**config.mk**
```make
export PLATFORM = sky130hd
export DESIGN_NAME = sbus_frame_decoder_flat
export DESIGN_NICKNAME = d
export VERILOG_FILES = /design/src/rtl/sbfd_pkg.sv /design/src/rtl/sbfd_stream_if.sv /design/src/rtl/sbfd_ctrl.sv /design/src/rtl/sbfd_datapath.sv /design/src/rtl/sbus_frame_decoder.sv /design/src/flat_wrapper.sv
export SDC_FILE = /design/constraint.sdc
export NUM_CORES = 1
export LEC_CHECK = 0
export BUFFER_PORTS_ARGS = -buffer_cell sky130_fd_sc_hd__buf_2
export CORE_UTILIZATION = 40
export CTS_BUF_LIST = sky130_fd_sc_hd__clkbuf_8
export CTS_CLUSTER_DIAMETER = 120
export DETAILED_ROUTE_END_ITERATION = 7
export PLACE_DENSITY = 0.59
export SETUP_SLACK_MARGIN = 0.05
export SLEW_MARGIN = 5
export SYNTH_ARGS = -nofsm -noshare
export SYNTH_HDL_FRONTEND = slang
export SYNTH_SLANG_ARGS = --single-unit
```
**constraint.sdc**
```tcl
create_clock -name i_clk -period 6.7 [get_ports i_clk]
set_input_delay 0.335 -clock i_clk [delete_from_list [all_inputs] [get_ports i_clk]]
set_output_delay 0.335 -clock i_clk [all_outputs]
set_load 0.05 [all_outputs]
```
**src/rtl/sbfd_pkg.sv**
```systemverilog
// Shared constants, codes and beat types of the bus frame decoder.
package sbfd_pkg;

    // Frame layout
    localparam int FRAME_BYTES   = 25;
    localparam int CHANNEL_COUNT = 16;
    localparam int CHAN_BITS     = 11;
    localparam int STORE_DEPTH   = FRAME_BYTES - 1;
    localparam int DATA_BYTES    = CHANNEL_COUNT * CHAN_BITS / 8;
    localparam int DATA_BITS     = DATA_BYTES * 8;
    localparam int FLAG_POS      = DATA_BYTES + 1;
    localparam int FAILSAFE_POS  = 4;
    localparam int LOST_POS      = 5;

    localparam logic [7:0] START_MARK = 8'h0F;
    localparam logic [7:0] END_MARK   = 8'h00;

    // Steering and throttle thresholds
    localparam int STEER_NEUTRAL    = 874;
    localparam int THROTTLE_NEUTRAL = 488;
    localparam int DEAD_BAND        = 50;

    // Speed divider: magnitude of the product of an 11-bit and an 8-bit span
    localparam int DIV_BITS = 19;

    // Configuration port
    localparam int CFG_INDEX_W = 3;
    localparam int CFG_DATA_W  = 11;

    typedef enum logic [CFG_INDEX_W-1:0] {
        REG_TIMEOUT_LIMIT   = 3'd0,
        REG_THROTTLE_CENTER = 3'd1,
        REG_THROTTLE_MAX    = 3'd2,
        REG_SPEED_LOW       = 3'd3,
        REG_SPEED_HIGH      = 3'd4
    } t_reg_index;

    typedef enum logic [1:0] {
        MOVE_HALT  = 2'd0,
        MOVE_AHEAD = 2'd1,
        MOVE_LEFT  = 2'd2,
        MOVE_RIGHT = 2'd3
    } t_command;

    typedef enum logic [2:0] {
        ST_HUNT,
        ST_COLLECT,
        ST_DECIDE,
        ST_DIV,
        ST_SPEED,
        ST_EMIT
    } t_state;

    typedef struct packed {
        logic [7:0] rx_byte;
    } t_in_beat;

    typedef struct packed {
        logic [3:0]  channel_index;
        logic [10:0] channel_value;
        logic        failsafe_flag;
        logic        lost_frame_flag;
        t_command    command;
        logic [7:0]  speed;
        logic        last;
    } t_out_beat;

    // Controller to datapath
    typedef struct packed {
        logic gap_clear;
        logic gap_inc;
        logic pos_clear;
        logic pos_set;
        logic store;
        logic decide_load;
        logic hold_low;
        logic mult_load;
        logic div_step;
        logic speed_load;
        logic emit_next;
    } t_dp_cmd;

    // Datapath to controller
    typedef struct packed {
        logic gap_over;
        logic is_start;
        logic is_end;
        logic pos_last;
        logic forward;
        logic den_zero;
        logic div_done;
        logic emit_last;
    } t_dp_stat;

endpackage

```
**src/rtl/sbfd_stream_if.sv**
```systemverilog
// Valid/ready stream interface that carries one beat of a given type.
interface sbfd_stream_if #(
    parameter type t_data = logic
) ();
    logic  valid;
    logic  ready;
    t_data data;

    modport source (output valid, output data, input ready);
    modport sink   (input valid, input data, output ready);
endinterface

```
**src/rtl/sbfd_ctrl.sv**
```systemverilog
// Controller state machine of the bus frame decoder.
module sbfd_ctrl
    import sbfd_pkg::*;
(
    input  logic     i_clk,
    input  logic     i_rst_n,
    input  logic     i_in_valid,
    input  logic     i_out_ready,
    input  t_dp_stat i_stat,
    output logic     o_in_ready,
    output logic     o_out_valid,
    output t_dp_cmd  o_cmd
);

    t_state r_state;
    t_state n_state;

    // State register
    always_ff @(posedge i_clk) begin
        if (!i_rst_n) begin
            r_state <= ST_HUNT;
        end else begin
            r_state <= n_state;
        end
    end

    // Next state and datapath commands
    always_comb begin
        n_state     = r_state;
        o_cmd       = '0;
        o_in_ready  = 1'b0;
        o_out_valid = 1'b0;
        case (r_state)
            ST_HUNT: begin
                o_in_ready = 1'b1;
                if (i_in_valid) begin
                    if (i_stat.gap_over) begin
                        o_cmd.gap_clear = 1'b1;
                        o_cmd.pos_clear = 1'b1;
                    end else if (i_stat.is_start) begin
                        o_cmd.gap_clear = 1'b1;
                        o_cmd.pos_set   = 1'b1;
                        n_state         = ST_COLLECT;
                    end else begin
                        o_cmd.gap_inc = 1'b1;
                    end
                end
            end
            ST_COLLECT: begin
                o_in_ready = 1'b1;
                if (i_in_valid) begin
                    if (i_stat.gap_over) begin
                        o_cmd.gap_clear = 1'b1;
                        o_cmd.pos_clear = 1'b1;
                        n_state         = ST_HUNT;
                    end else if (!i_stat.pos_last) begin
                        o_cmd.store   = 1'b1;
                        o_cmd.gap_inc = 1'b1;
                    end else begin
                        // Closing byte: the frame ends either way.
                        o_cmd.gap_clear = 1'b1;
                        o_cmd.pos_clear = 1'b1;
                        n_state = i_stat.is_end ? ST_DECIDE : ST_HUNT;
                    end
                end
            end
            ST_DECIDE: begin
                o_cmd.decide_load = 1'b1;
                if (i_stat.forward && i_stat.den_zero) begin
                    o_cmd.hold_low = 1'b1;
                    n_state        = ST_EMIT;
                end else if (i_stat.forward) begin
                    o_cmd.mult_load = 1'b1;
                    n_state         = ST_DIV;
                end else begin
                    n_state = ST_EMIT;
                end
            end
            ST_DIV: begin
                o_cmd.div_step = 1'b1;
                if (i_stat.div_done) begin
                    n_state = ST_SPEED;
                end
            end
            ST_SPEED: begin
                o_cmd.speed_load = 1'b1;
                n_state          = ST_EMIT;
            end
            ST_EMIT: begin
                o_out_valid = 1'b1;
                if (i_out_ready) begin
                    o_cmd.emit_next = 1'b1;
                    if (i_stat.emit_last) begin
                        n_state = ST_HUNT;
                    end
                end
            end
            default: begin
                n_state = ST_HUNT;
            end
        endcase
    end

endmodule

```
**src/rtl/sbfd_datapath.sv**
```systemverilog
// Datapath of the bus frame decoder: counters, frame bits, speed math, result beat.
module sbfd_datapath
    import sbfd_pkg::*;
(
    input  logic                   i_clk,
    input  logic                   i_rst_n,
    input  logic                   i_cfg_we,
    input  logic [CFG_INDEX_W-1:0] i_cfg_index,
    input  logic [CFG_DATA_W-1:0]  i_cfg_data,
    input  logic [7:0]             i_rx_byte,
    input  t_dp_cmd                i_cmd,
    output t_dp_stat               o_stat,
    output t_out_beat              o_beat
);

    // Configuration registers
    logic [7:0]  r_timeout_limit;
    logic [10:0] r_throttle_center;
    logic [10:0] r_throttle_max;
    logic [7:0]  r_speed_low;
    logic [7:0]  r_speed_high;

    // Control counters and held state
    logic [8:0] r_gap;
    logic [4:0] r_pos;
    logic [7:0] r_held;
    logic [3:0] r_emit_idx;

    // Payload registers
    logic [DATA_BITS-1:0] r_bits;
    logic [7:0]           r_flags;
    t_command             r_cmd;
    logic [DIV_BITS-1:0]  r_quot;
    logic [11:0]          r_rem;
    logic [10:0]          r_den;
    logic                 r_neg;
    logic [4:0]           r_div_cnt;

    logic [8:0]         gap_next;
    logic [10:0]        ch0;
    logic [10:0]        ch2;
    logic               failsafe;
    t_command           steer;
    logic [10:0]        v_lo;
    logic [10:0]        v_clamp;
    logic signed [11:0] dv;
    logic signed [8:0]  ds;
    logic signed [20:0] dv_ext;
    logic signed [20:0] ds_ext;
    logic signed [20:0] prod;
    logic signed [20:0] prod_neg;
    logic [DIV_BITS-1:0] num_mag;
    logic signed [11:0] den;
    logic signed [11:0] den_neg;
    logic [10:0]        den_mag;
    logic [11:0]        shifted;
    logic [11:0]        diff;
    logic               ge;
    logic [DIV_BITS:0]  q_signed;
    logic [20:0]        sum;
    logic [7:0]         speed_sat;

    // Byte tracking status
    assign gap_next        = r_gap + 9'd1;
    assign o_stat.gap_over = gap_next > {1'b0, r_timeout_limit};
    assign o_stat.is_start = i_rx_byte == START_MARK;
    assign o_stat.is_end   = i_rx_byte == END_MARK;
    assign o_stat.pos_last = r_pos == 5'(STORE_DEPTH);

    // Steering decision from channels 0 and 2
    assign ch0      = r_bits[CHAN_BITS-1:0];
    assign ch2      = r_bits[2*CHAN_BITS +: CHAN_BITS];
    assign failsafe = r_flags[FAILSAFE_POS];
    assign o_stat.forward = !failsafe && (ch2 > 11'(THROTTLE_NEUTRAL + DEAD_BAND));

    always_comb begin
        if (ch0 < 11'(STEER_NEUTRAL - DEAD_BAND)) begin
            steer = MOVE_LEFT;
        end else if (ch0 > 11'(STEER_NEUTRAL + DEAD_BAND)) begin
            steer = MOVE_RIGHT;
        end else begin
            steer = MOVE_AHEAD;
        end
    end

    // Throttle clamp, span product and divisor
    assign v_lo     = (ch2 < r_throttle_center) ? r_throttle_center : ch2;
    assign v_clamp  = (v_lo > r_throttle_max) ? r_throttle_max : v_lo;
    assign dv       = $signed({1'b0, v_clamp}) - $signed({1'b0, r_throttle_center});
    assign ds       = $signed({1'b0, r_speed_high}) - $signed({1'b0, r_speed_low});
    assign dv_ext   = {{9{dv[11]}}, dv};
    assign ds_ext   = {{12{ds[8]}}, ds};
    assign prod     = dv_ext * ds_ext;
    assign prod_neg = -prod;
    assign num_mag  = prod[20] ? prod_neg[DIV_BITS-1:0] : prod[DIV_BITS-1:0];
    assign den      = $signed({1'b0, r_throttle_max}) - $signed({1'b0, r_throttle_center});
    assign den_neg  = -den;
    assign den_mag  = den[11] ? den_neg[10:0] : den[10:0];
    assign o_stat.den_zero = den == 12'sd0;

    // One restoring division step per cycle
    assign shifted = {r_rem[10:0], r_quot[DIV_BITS-1]};
    assign diff    = shifted - {1'b0, r_den};
    assign ge      = shifted >= {1'b0, r_den};
    assign o_stat.div_done = r_div_cnt == 5'(DIV_BITS - 1);

    // Signed quotient added to the low speed, saturated to a byte
    always_comb begin
        q_signed = r_neg ? (-{1'b0, r_quot}) : {1'b0, r_quot};
        sum      = {13'd0, r_speed_low} + {q_signed[DIV_BITS], q_signed};
        if (sum[20]) begin
            speed_sat = 8'd0;
        end else if (sum > 21'd255) begin
            speed_sat = 8'd255;
        end else begin
            speed_sat = sum[7:0];
        end
    end

    // Result beat
    assign o_stat.emit_last       = r_emit_idx == 4'(CHANNEL_COUNT - 1);
    assign o_beat.channel_index   = r_emit_idx;
    assign o_beat.channel_value   = r_bits[CHAN_BITS-1:0];
    assign o_beat.failsafe_flag   = r_flags[FAILSAFE_POS];
    assign o_beat.lost_frame_flag = r_flags[LOST_POS];
    assign o_beat.command         = r_cmd;
    assign o_beat.speed           = r_held;
    assign o_beat.last            = o_stat.emit_last;

    // Registers that reset: configuration, counters, held speed
    always_ff @(posedge i_clk) begin
        if (!i_rst_n) begin
            r_timeout_limit   <= 8'd50;
            r_throttle_center <= 11'd488;
            r_throttle_max    <= 11'd1811;
            r_speed_low       <= 8'd2;
            r_speed_high      <= 8'd10;
            r_gap             <= '0;
            r_pos             <= '0;
            r_held            <= '0;
            r_emit_idx        <= '0;
        end else begin
            if (i_cfg_we) begin
                case (t_reg_index'(i_cfg_index))
                    REG_TIMEOUT_LIMIT:   r_timeout_limit   <= i_cfg_data[7:0];
                    REG_THROTTLE_CENTER: r_throttle_center <= i_cfg_data[10:0];
                    REG_THROTTLE_MAX:    r_throttle_max    <= i_cfg_data[10:0];
                    REG_SPEED_LOW:       r_speed_low       <= i_cfg_data[7:0];
                    REG_SPEED_HIGH:      r_speed_high      <= i_cfg_data[7:0];
                    default: begin
                    end
                endcase
            end
            if (i_cmd.gap_clear) begin
                r_gap <= '0;
            end else if (i_cmd.gap_inc) begin
                r_gap <= gap_next;
            end
            if (i_cmd.pos_clear) begin
                r_pos <= '0;
            end else if (i_cmd.pos_set) begin
                r_pos <= 5'd1;
            end else if (i_cmd.store) begin
                r_pos <= r_pos + 5'd1;
            end
            if (i_cmd.hold_low) begin
                r_held <= r_speed_low;
            end else if (i_cmd.speed_load) begin
                r_held <= speed_sat;
            end
            if (i_cmd.decide_load) begin
                r_emit_idx <= '0;
            end else if (i_cmd.emit_next) begin
                r_emit_idx <= r_emit_idx + 4'd1;
            end
        end
    end

    // Payload registers: frame bits, flag byte, command, divider
    always_ff @(posedge i_clk) begin
        if (i_cmd.store) begin
            if (r_pos == 5'(FLAG_POS)) begin
                r_flags <= i_rx_byte;
            end else begin
                r_bits <= {i_rx_byte, r_bits[DATA_BITS-1:8]};
            end
        end else if (i_cmd.emit_next) begin
            r_bits <= r_bits >> CHAN_BITS;
        end
        if (i_cmd.decide_load) begin
            r_cmd <= o_stat.forward ? steer : MOVE_HALT;
        end
        if (i_cmd.mult_load) begin
            r_quot    <= num_mag;
            r_rem     <= '0;
            r_den     <= den_mag;
            r_neg     <= prod[20] ^ den[11];
            r_div_cnt <= '0;
        end else if (i_cmd.div_step) begin
            r_quot    <= {r_quot[DIV_BITS-2:0], ge};
            r_rem     <= ge ? diff : shifted;
            r_div_cnt <= r_div_cnt + 5'd1;
        end
    end

endmodule

```
**src/rtl/sbus_frame_decoder.sv**
```systemverilog
// Top level of the bus frame decoder: controller, datapath and stream ports.
//
// Received bytes enter one per beat on i_in (payload rx_byte). The block hunts
// for the start byte, collects a 25-byte frame and, when the closing byte is
// zero, sends 16 result beats on o_out, one per channel in order, with last
// set on channel 15. Frames with a bad closing byte or a gap timeout give
// nothing. The user must write configuration registers on i_cfg_we only while
// idle; the block does not enforce it. Input bytes are taken one per cycle
// while a frame is being collected. After a good closing byte, input stays
// stalled until the last result beat is taken. The first result follows the
// closing byte through the decide state when the command is not forward or
// the throttle limits are equal, and through the decide, divide and speed
// states otherwise: the speed comes from a restoring divider that resolves
// one of 19 quotient bits per cycle. Results then leave at one per cycle; a
// stalled receiver simply holds the current result beat and delays the rest.
// Synchronous reset restores the register defaults, clears the held speed
// and returns the block to the hunt for a start byte.
module sbus_frame_decoder
    import sbfd_pkg::*;
(
    input  logic                   i_clk,
    input  logic                   i_rst_n,
    sbfd_stream_if.sink            i_in,
    sbfd_stream_if.source          o_out,
    input  logic                   i_cfg_we,
    input  logic [CFG_INDEX_W-1:0] i_cfg_index,
    input  logic [CFG_DATA_W-1:0]  i_cfg_data
);

    t_dp_cmd   dp_cmd;
    t_dp_stat  dp_stat;
    t_in_beat  in_beat;
    t_out_beat out_beat;

    assign in_beat    = i_in.data;
    assign o_out.data = out_beat;

    // Sequencing of bytes, speed computation and result beats
    sbfd_ctrl u_ctrl (
        .i_clk       (i_clk),
        .i_rst_n     (i_rst_n),
        .i_in_valid  (i_in.valid),
        .i_out_ready (o_out.ready),
        .i_stat      (dp_stat),
        .o_in_ready  (i_in.ready),
        .o_out_valid (o_out.valid),
        .o_cmd       (dp_cmd)
    );

    // Counters, frame store, divider and configuration
    sbfd_datapath u_datapath (
        .i_clk       (i_clk),
        .i_rst_n     (i_rst_n),
        .i_cfg_we    (i_cfg_we),
        .i_cfg_index (i_cfg_index),
        .i_cfg_data  (i_cfg_data),
        .i_rx_byte   (in_beat.rx_byte),
        .i_cmd       (dp_cmd),
        .o_stat      (dp_stat),
        .o_beat      (out_beat)
    );

endmodule
```
**src/flat_wrapper.sv**
```systemverilog
// flat-port wrapper written by rule: the top's interface ports become plain ports
module sbus_frame_decoder_flat import sbfd_pkg::*;
  (i_clk, i_rst_n, i_cfg_we, i_cfg_index, i_cfg_data, i_in_valid, i_in_data, i_in_ready, o_out_valid, o_out_data, o_out_ready);
  sbfd_stream_if i_in_i ();
  sbfd_stream_if o_out_i ();
  input  logic i_clk;
  input  logic i_rst_n;
  input  logic i_cfg_we;
  input  logic [CFG_INDEX_W-1:0] i_cfg_index;
  input  logic [CFG_DATA_W-1:0] i_cfg_data;
  input wire logic [$bits(i_in_i.valid)-1:0] i_in_valid;
  input wire logic [$bits(i_in_i.data)-1:0] i_in_data;
  output wire logic [$bits(i_in_i.ready)-1:0] i_in_ready;
  output wire logic [$bits(o_out_i.valid)-1:0] o_out_valid;
  output wire logic [$bits(o_out_i.data)-1:0] o_out_data;
  input wire logic [$bits(o_out_i.ready)-1:0] o_out_ready;
  assign i_in_i.valid = i_in_valid;
  assign i_in_i.data = i_in_data;
  assign i_in_ready = i_in_i.ready;
  assign o_out_valid = o_out_i.valid;
  assign o_out_data = o_out_i.data;
  assign o_out_i.ready = o_out_ready;
  sbus_frame_decoder u_core (.i_clk(i_clk), .i_rst_n(i_rst_n), .i_in(i_in_i), .o_out(o_out_i), .i_cfg_we(i_cfg_we), .i_cfg_index(i_cfg_index), .i_cfg_data(i_cfg_data));
endmodule
```
==> metrics.csv <==
stage;metric;value;unit
synthesis;synth_area_leaders;edfxtp_1, dfxtp_1, mux2_2;
synthesis;yosysSeqAreaShare;0.571;
drt;ant_nets;0;
critical_path;path_cells;ha_1, nand3_1, nor2_1, xor2_1, ha_1, a2111oi_0, o21a_1, a211oi_2, nor3_4, buf_4, nand2_1, nand2_4, buf_4;
drt;vias;4692;
critical_path;required;6830;ps
power;p_leak;0.00243;uW
synthesis;syn_inst;633;
clock_network;path_clk_slew;90;ps
timing;hold_viol_final;0;
placement;routabilityCongestion;0.806;
finish;post_route_cells_drive_above_1_share;0.228;
synthesis;synth_fa_ha_area_frac;0.0398;
floorplanning;initial_core_util;0.414;
critical_path;arrival;4720;ps
timing;finalSetupTns;0;ps
placement;post_dp_cell_area;8220;sq um
timing;post-route-period-util;0.685;
synthesis;synth-seq-cells;168;
finish;syn2layout_area_growth;9.29;%
flow_run;maxCapViolations;0;
synthesis;async_reset_ff_frac;0;
clock_network;numCtsBuffers;17;
floorplanning;row_count;50;
power;p_per_area;212;nW/um^2
drt;wl;13100;microns
critical_path;crit_type;reg -> reg;
timing;rsz0062_at_grt;false;
drt;viasPerCell;5.06;
global_route;grt_start_max_net_pins;69;
placement;io_buffer_count;22;
synthesis;yosysMostFrequentCell;edfxtp_1;
clock_network;cts_tree;done;
synthesis;synth-xor-area-share;0.0268;
synthesis;synth_mux_area_frac;0.139;
floorplanning;ios;23;
global_route;grt_antenna_before_repair;0;
clock_network;h-tree-depth;4;
clock_network;insertion_delay;450;ps
synthesis;synth-edff-count;112;
drt;drt_pass1_iterations;6;
power;max-vdd-ir-drop;0.129;mV
synthesis;avgSynthCellArea;12.4;sq um
global_route;grt_first_pass_wirelength;22400;microns
critical_path;start_kind;flop;
synthesis;synth_top_area_cell;edfxtp_1;
placement;dp_hpwl;8740;microns
critical_path;cp_top_family;simple AND/OR/NAND/NOR gates;
clock_network;cts-hold-fix-buffers;0;
clock_network;cts-root-buf;clkbuf_8;
outcome;status;completed;
synthesis;synth_top_family_by_area;multiplexers;
synthesis;syn_nets;678;
synthesis;synth_compound_area_frac;0.0787;
critical_path;max_stage_delay;670;ps
clock_network;cts_sinks;168;
synthesis;synth_commonest_cells;edfxtp_1, mux2_2, nand2_1;
synthesis;yosysWarnings;0;
drt;route.detailed.drc;0;
global_route;grt-ovfl-total;0;
finish;fillers;1739;
floorplanning;dieHeight;142;microns
critical_path;path_buf_inv;2;
synthesis;synth_top_area_share;0.428;
timing;clock_skew;16.6;ps
clock_network;clock_path_buffers;2;
drt;wl_per_cell;14.1;microns
timing;tightestPinTransition;1090;ps
global_route;grt_pass1_vias;4673;
clock_network;cts_post_setup_buffers_inserted;0;
critical_path;crit_path_top_delay_cell;nand2_4;
finish;layout.nets;701;
timing;finalCriticalPeriod;4590;ps
timing;fmax;218;MHz
worst_hold_path;hold_class;in -> reg;
floorplanning;dieWidth;142;microns
timing;setup_viol;0;
drt;drt-initial-drc-count;244;
global_route;grt.total_usage;0.140;
floorplanning;dieArea;20200;sq um
timing;final_max_slew_viol_count;0;
synthesis;synth_cell_types;58;
finish;diodes;0;
finish;design_area;8580;sq um
synthesis;synth_area;7850;sq um
floorplanning;placeableCoreArea;19000;sq um
synthesis;yosys.area_share.simple;0.120;
clock_network;cts_resized;0;
synthesis;synthFlopType;edfxtp_1;
timing;maxSlewHeadroom;0.270;
critical_path;crit_fanout;68;
critical_path;end_kind;flop;
## final timing paths
kind,startpoint,to,slack [ps],cells after the start
min reg2reg,u_core.u_datapath.r_timeout_limit[3],u_core.u_datapath.r_timeout_limit[3],480,2
max reg2reg,u_core.u_datapath.r_gap[0],u_core.u_datapath.r_bits[76],2110,13
min,i_cfg_data[8],u_core.u_datapath.r_throttle_max[8],100,3
max,u_core.u_datapath.r_gap[0],u_core.u_datapath.r_bits[76],2110,13
## layout by cell type (no fill, tap or decap), types with 5 or more instances in the layout
cell type / netlist / final
xor2_1: 19 / 19
o21ai_0: 7 / 7
or3_1: 6 / 6
nor2b_1: 10 / 10
buf_2: 11 / 22
nand4_1: 9 / 9
a21boi_0: 17 / 17
and2_1: 13 / 13
inv_1: 22 / 23
nand2b_1: 9 / 9
nor2_1: 31 / 31
edfxtp_1: 112 / 112
xnor2_1: 5 / 5
a21oi_1: 14 / 14
clkbuf_8: 0 / 17
dfxtp_1: 56 / 56
ha_1: 25 / 25
mux2_2: 86 / 86
mux2_1: 9 / 9
nand2_1: 76 / 75
nand3_1: 13 / 13
buf_4: 1 / 6
o211ai_1: 15 / 15
and3_1: 5 / 5
## through the flow
step	hold slack, ps	utilization	instances	total power (uW)	setup WS, ps
CTS	65.3	0.453	928	1850	2010
finish	104	0.453	928	1820	2110
floorplan	443	-	633	1160	1180
global route	104	0.453	928	1900	1650
global placement	460	0.434	897	1180	2130
detailed placement	468	0.434	897	1180	2020
## sequential cells by signal, indices dropped and copies added, names as in the netlist
name,count
u_core.u_datapath.r_gap,9
u_core.u_datapath.r_throttle_center,11
u_core.u_datapath.r_timeout_limit,8
u_core.u_datapath.r_bits,112
u_core.u_datapath.r_throttle_max,11
u_core.u_ctrl.r_state,3
u_core.u_datapath.r_div_cnt,5
u_core.u_datapath.r_pos,5
u_core.u_datapath.r_emit_idx,4
## cell type report
cell class,count,area [sq um],area share
Multi-Input combinational cell,419,3180,0.370
Tap cell,260,325,0.0379
Timing Repair Buffer,28,155,0.0181
Sequential cell,168,4480,0.523
Clock buffer,17,234,0.0273
Inverter,22,82.6,0.00962
Clock inverter,14,123,0.0143
## power by group
group / total [uW] / switching (uW) / internal [uW]
Clock: 667 / 374 / 293
Sequential: 1100 / 3.40 / 1100
Combinational: 55.4 / 32.3 / 23.0
Total: 1820 / 410 / 1410
## per-layer routing
metal / vias to the layer above / GRT usage / wire (microns)
met5: - / 0 / 0
met4: 0 / 0.0577 / 189
met3: 14 / 0.0343 / 419
met2: 56 / 0.227 / 6270
met1: 2259 / 0.179 / 6210
li1: 2363 / - / -
## worst register-to-register path, delay by kind of cell, from the launching register on
| family | cells | cell delay (ps) |
|---|---|---|
| adders and majority gates | 2 | 510 |
| DFF | 1 | 400 |
| buffers and inverters | 2 | 1030 |
| xor gates and xnor gates | 1 | 160 |
| and+or+nand+nor | 5 | 1470 |
| AOI/OAI and AO/OA | 3 | 700 |
## cells by family after synthesis
group | Yosys count
xor gates and xnor gates | 24
buffers and inverters | 46
and+or+nand+nor | 190
AOI/OAI and AO/OA | 83
adders and majority gates | 25
muxes | 97
DFF | 168
(Power assumes the default switching activity.)
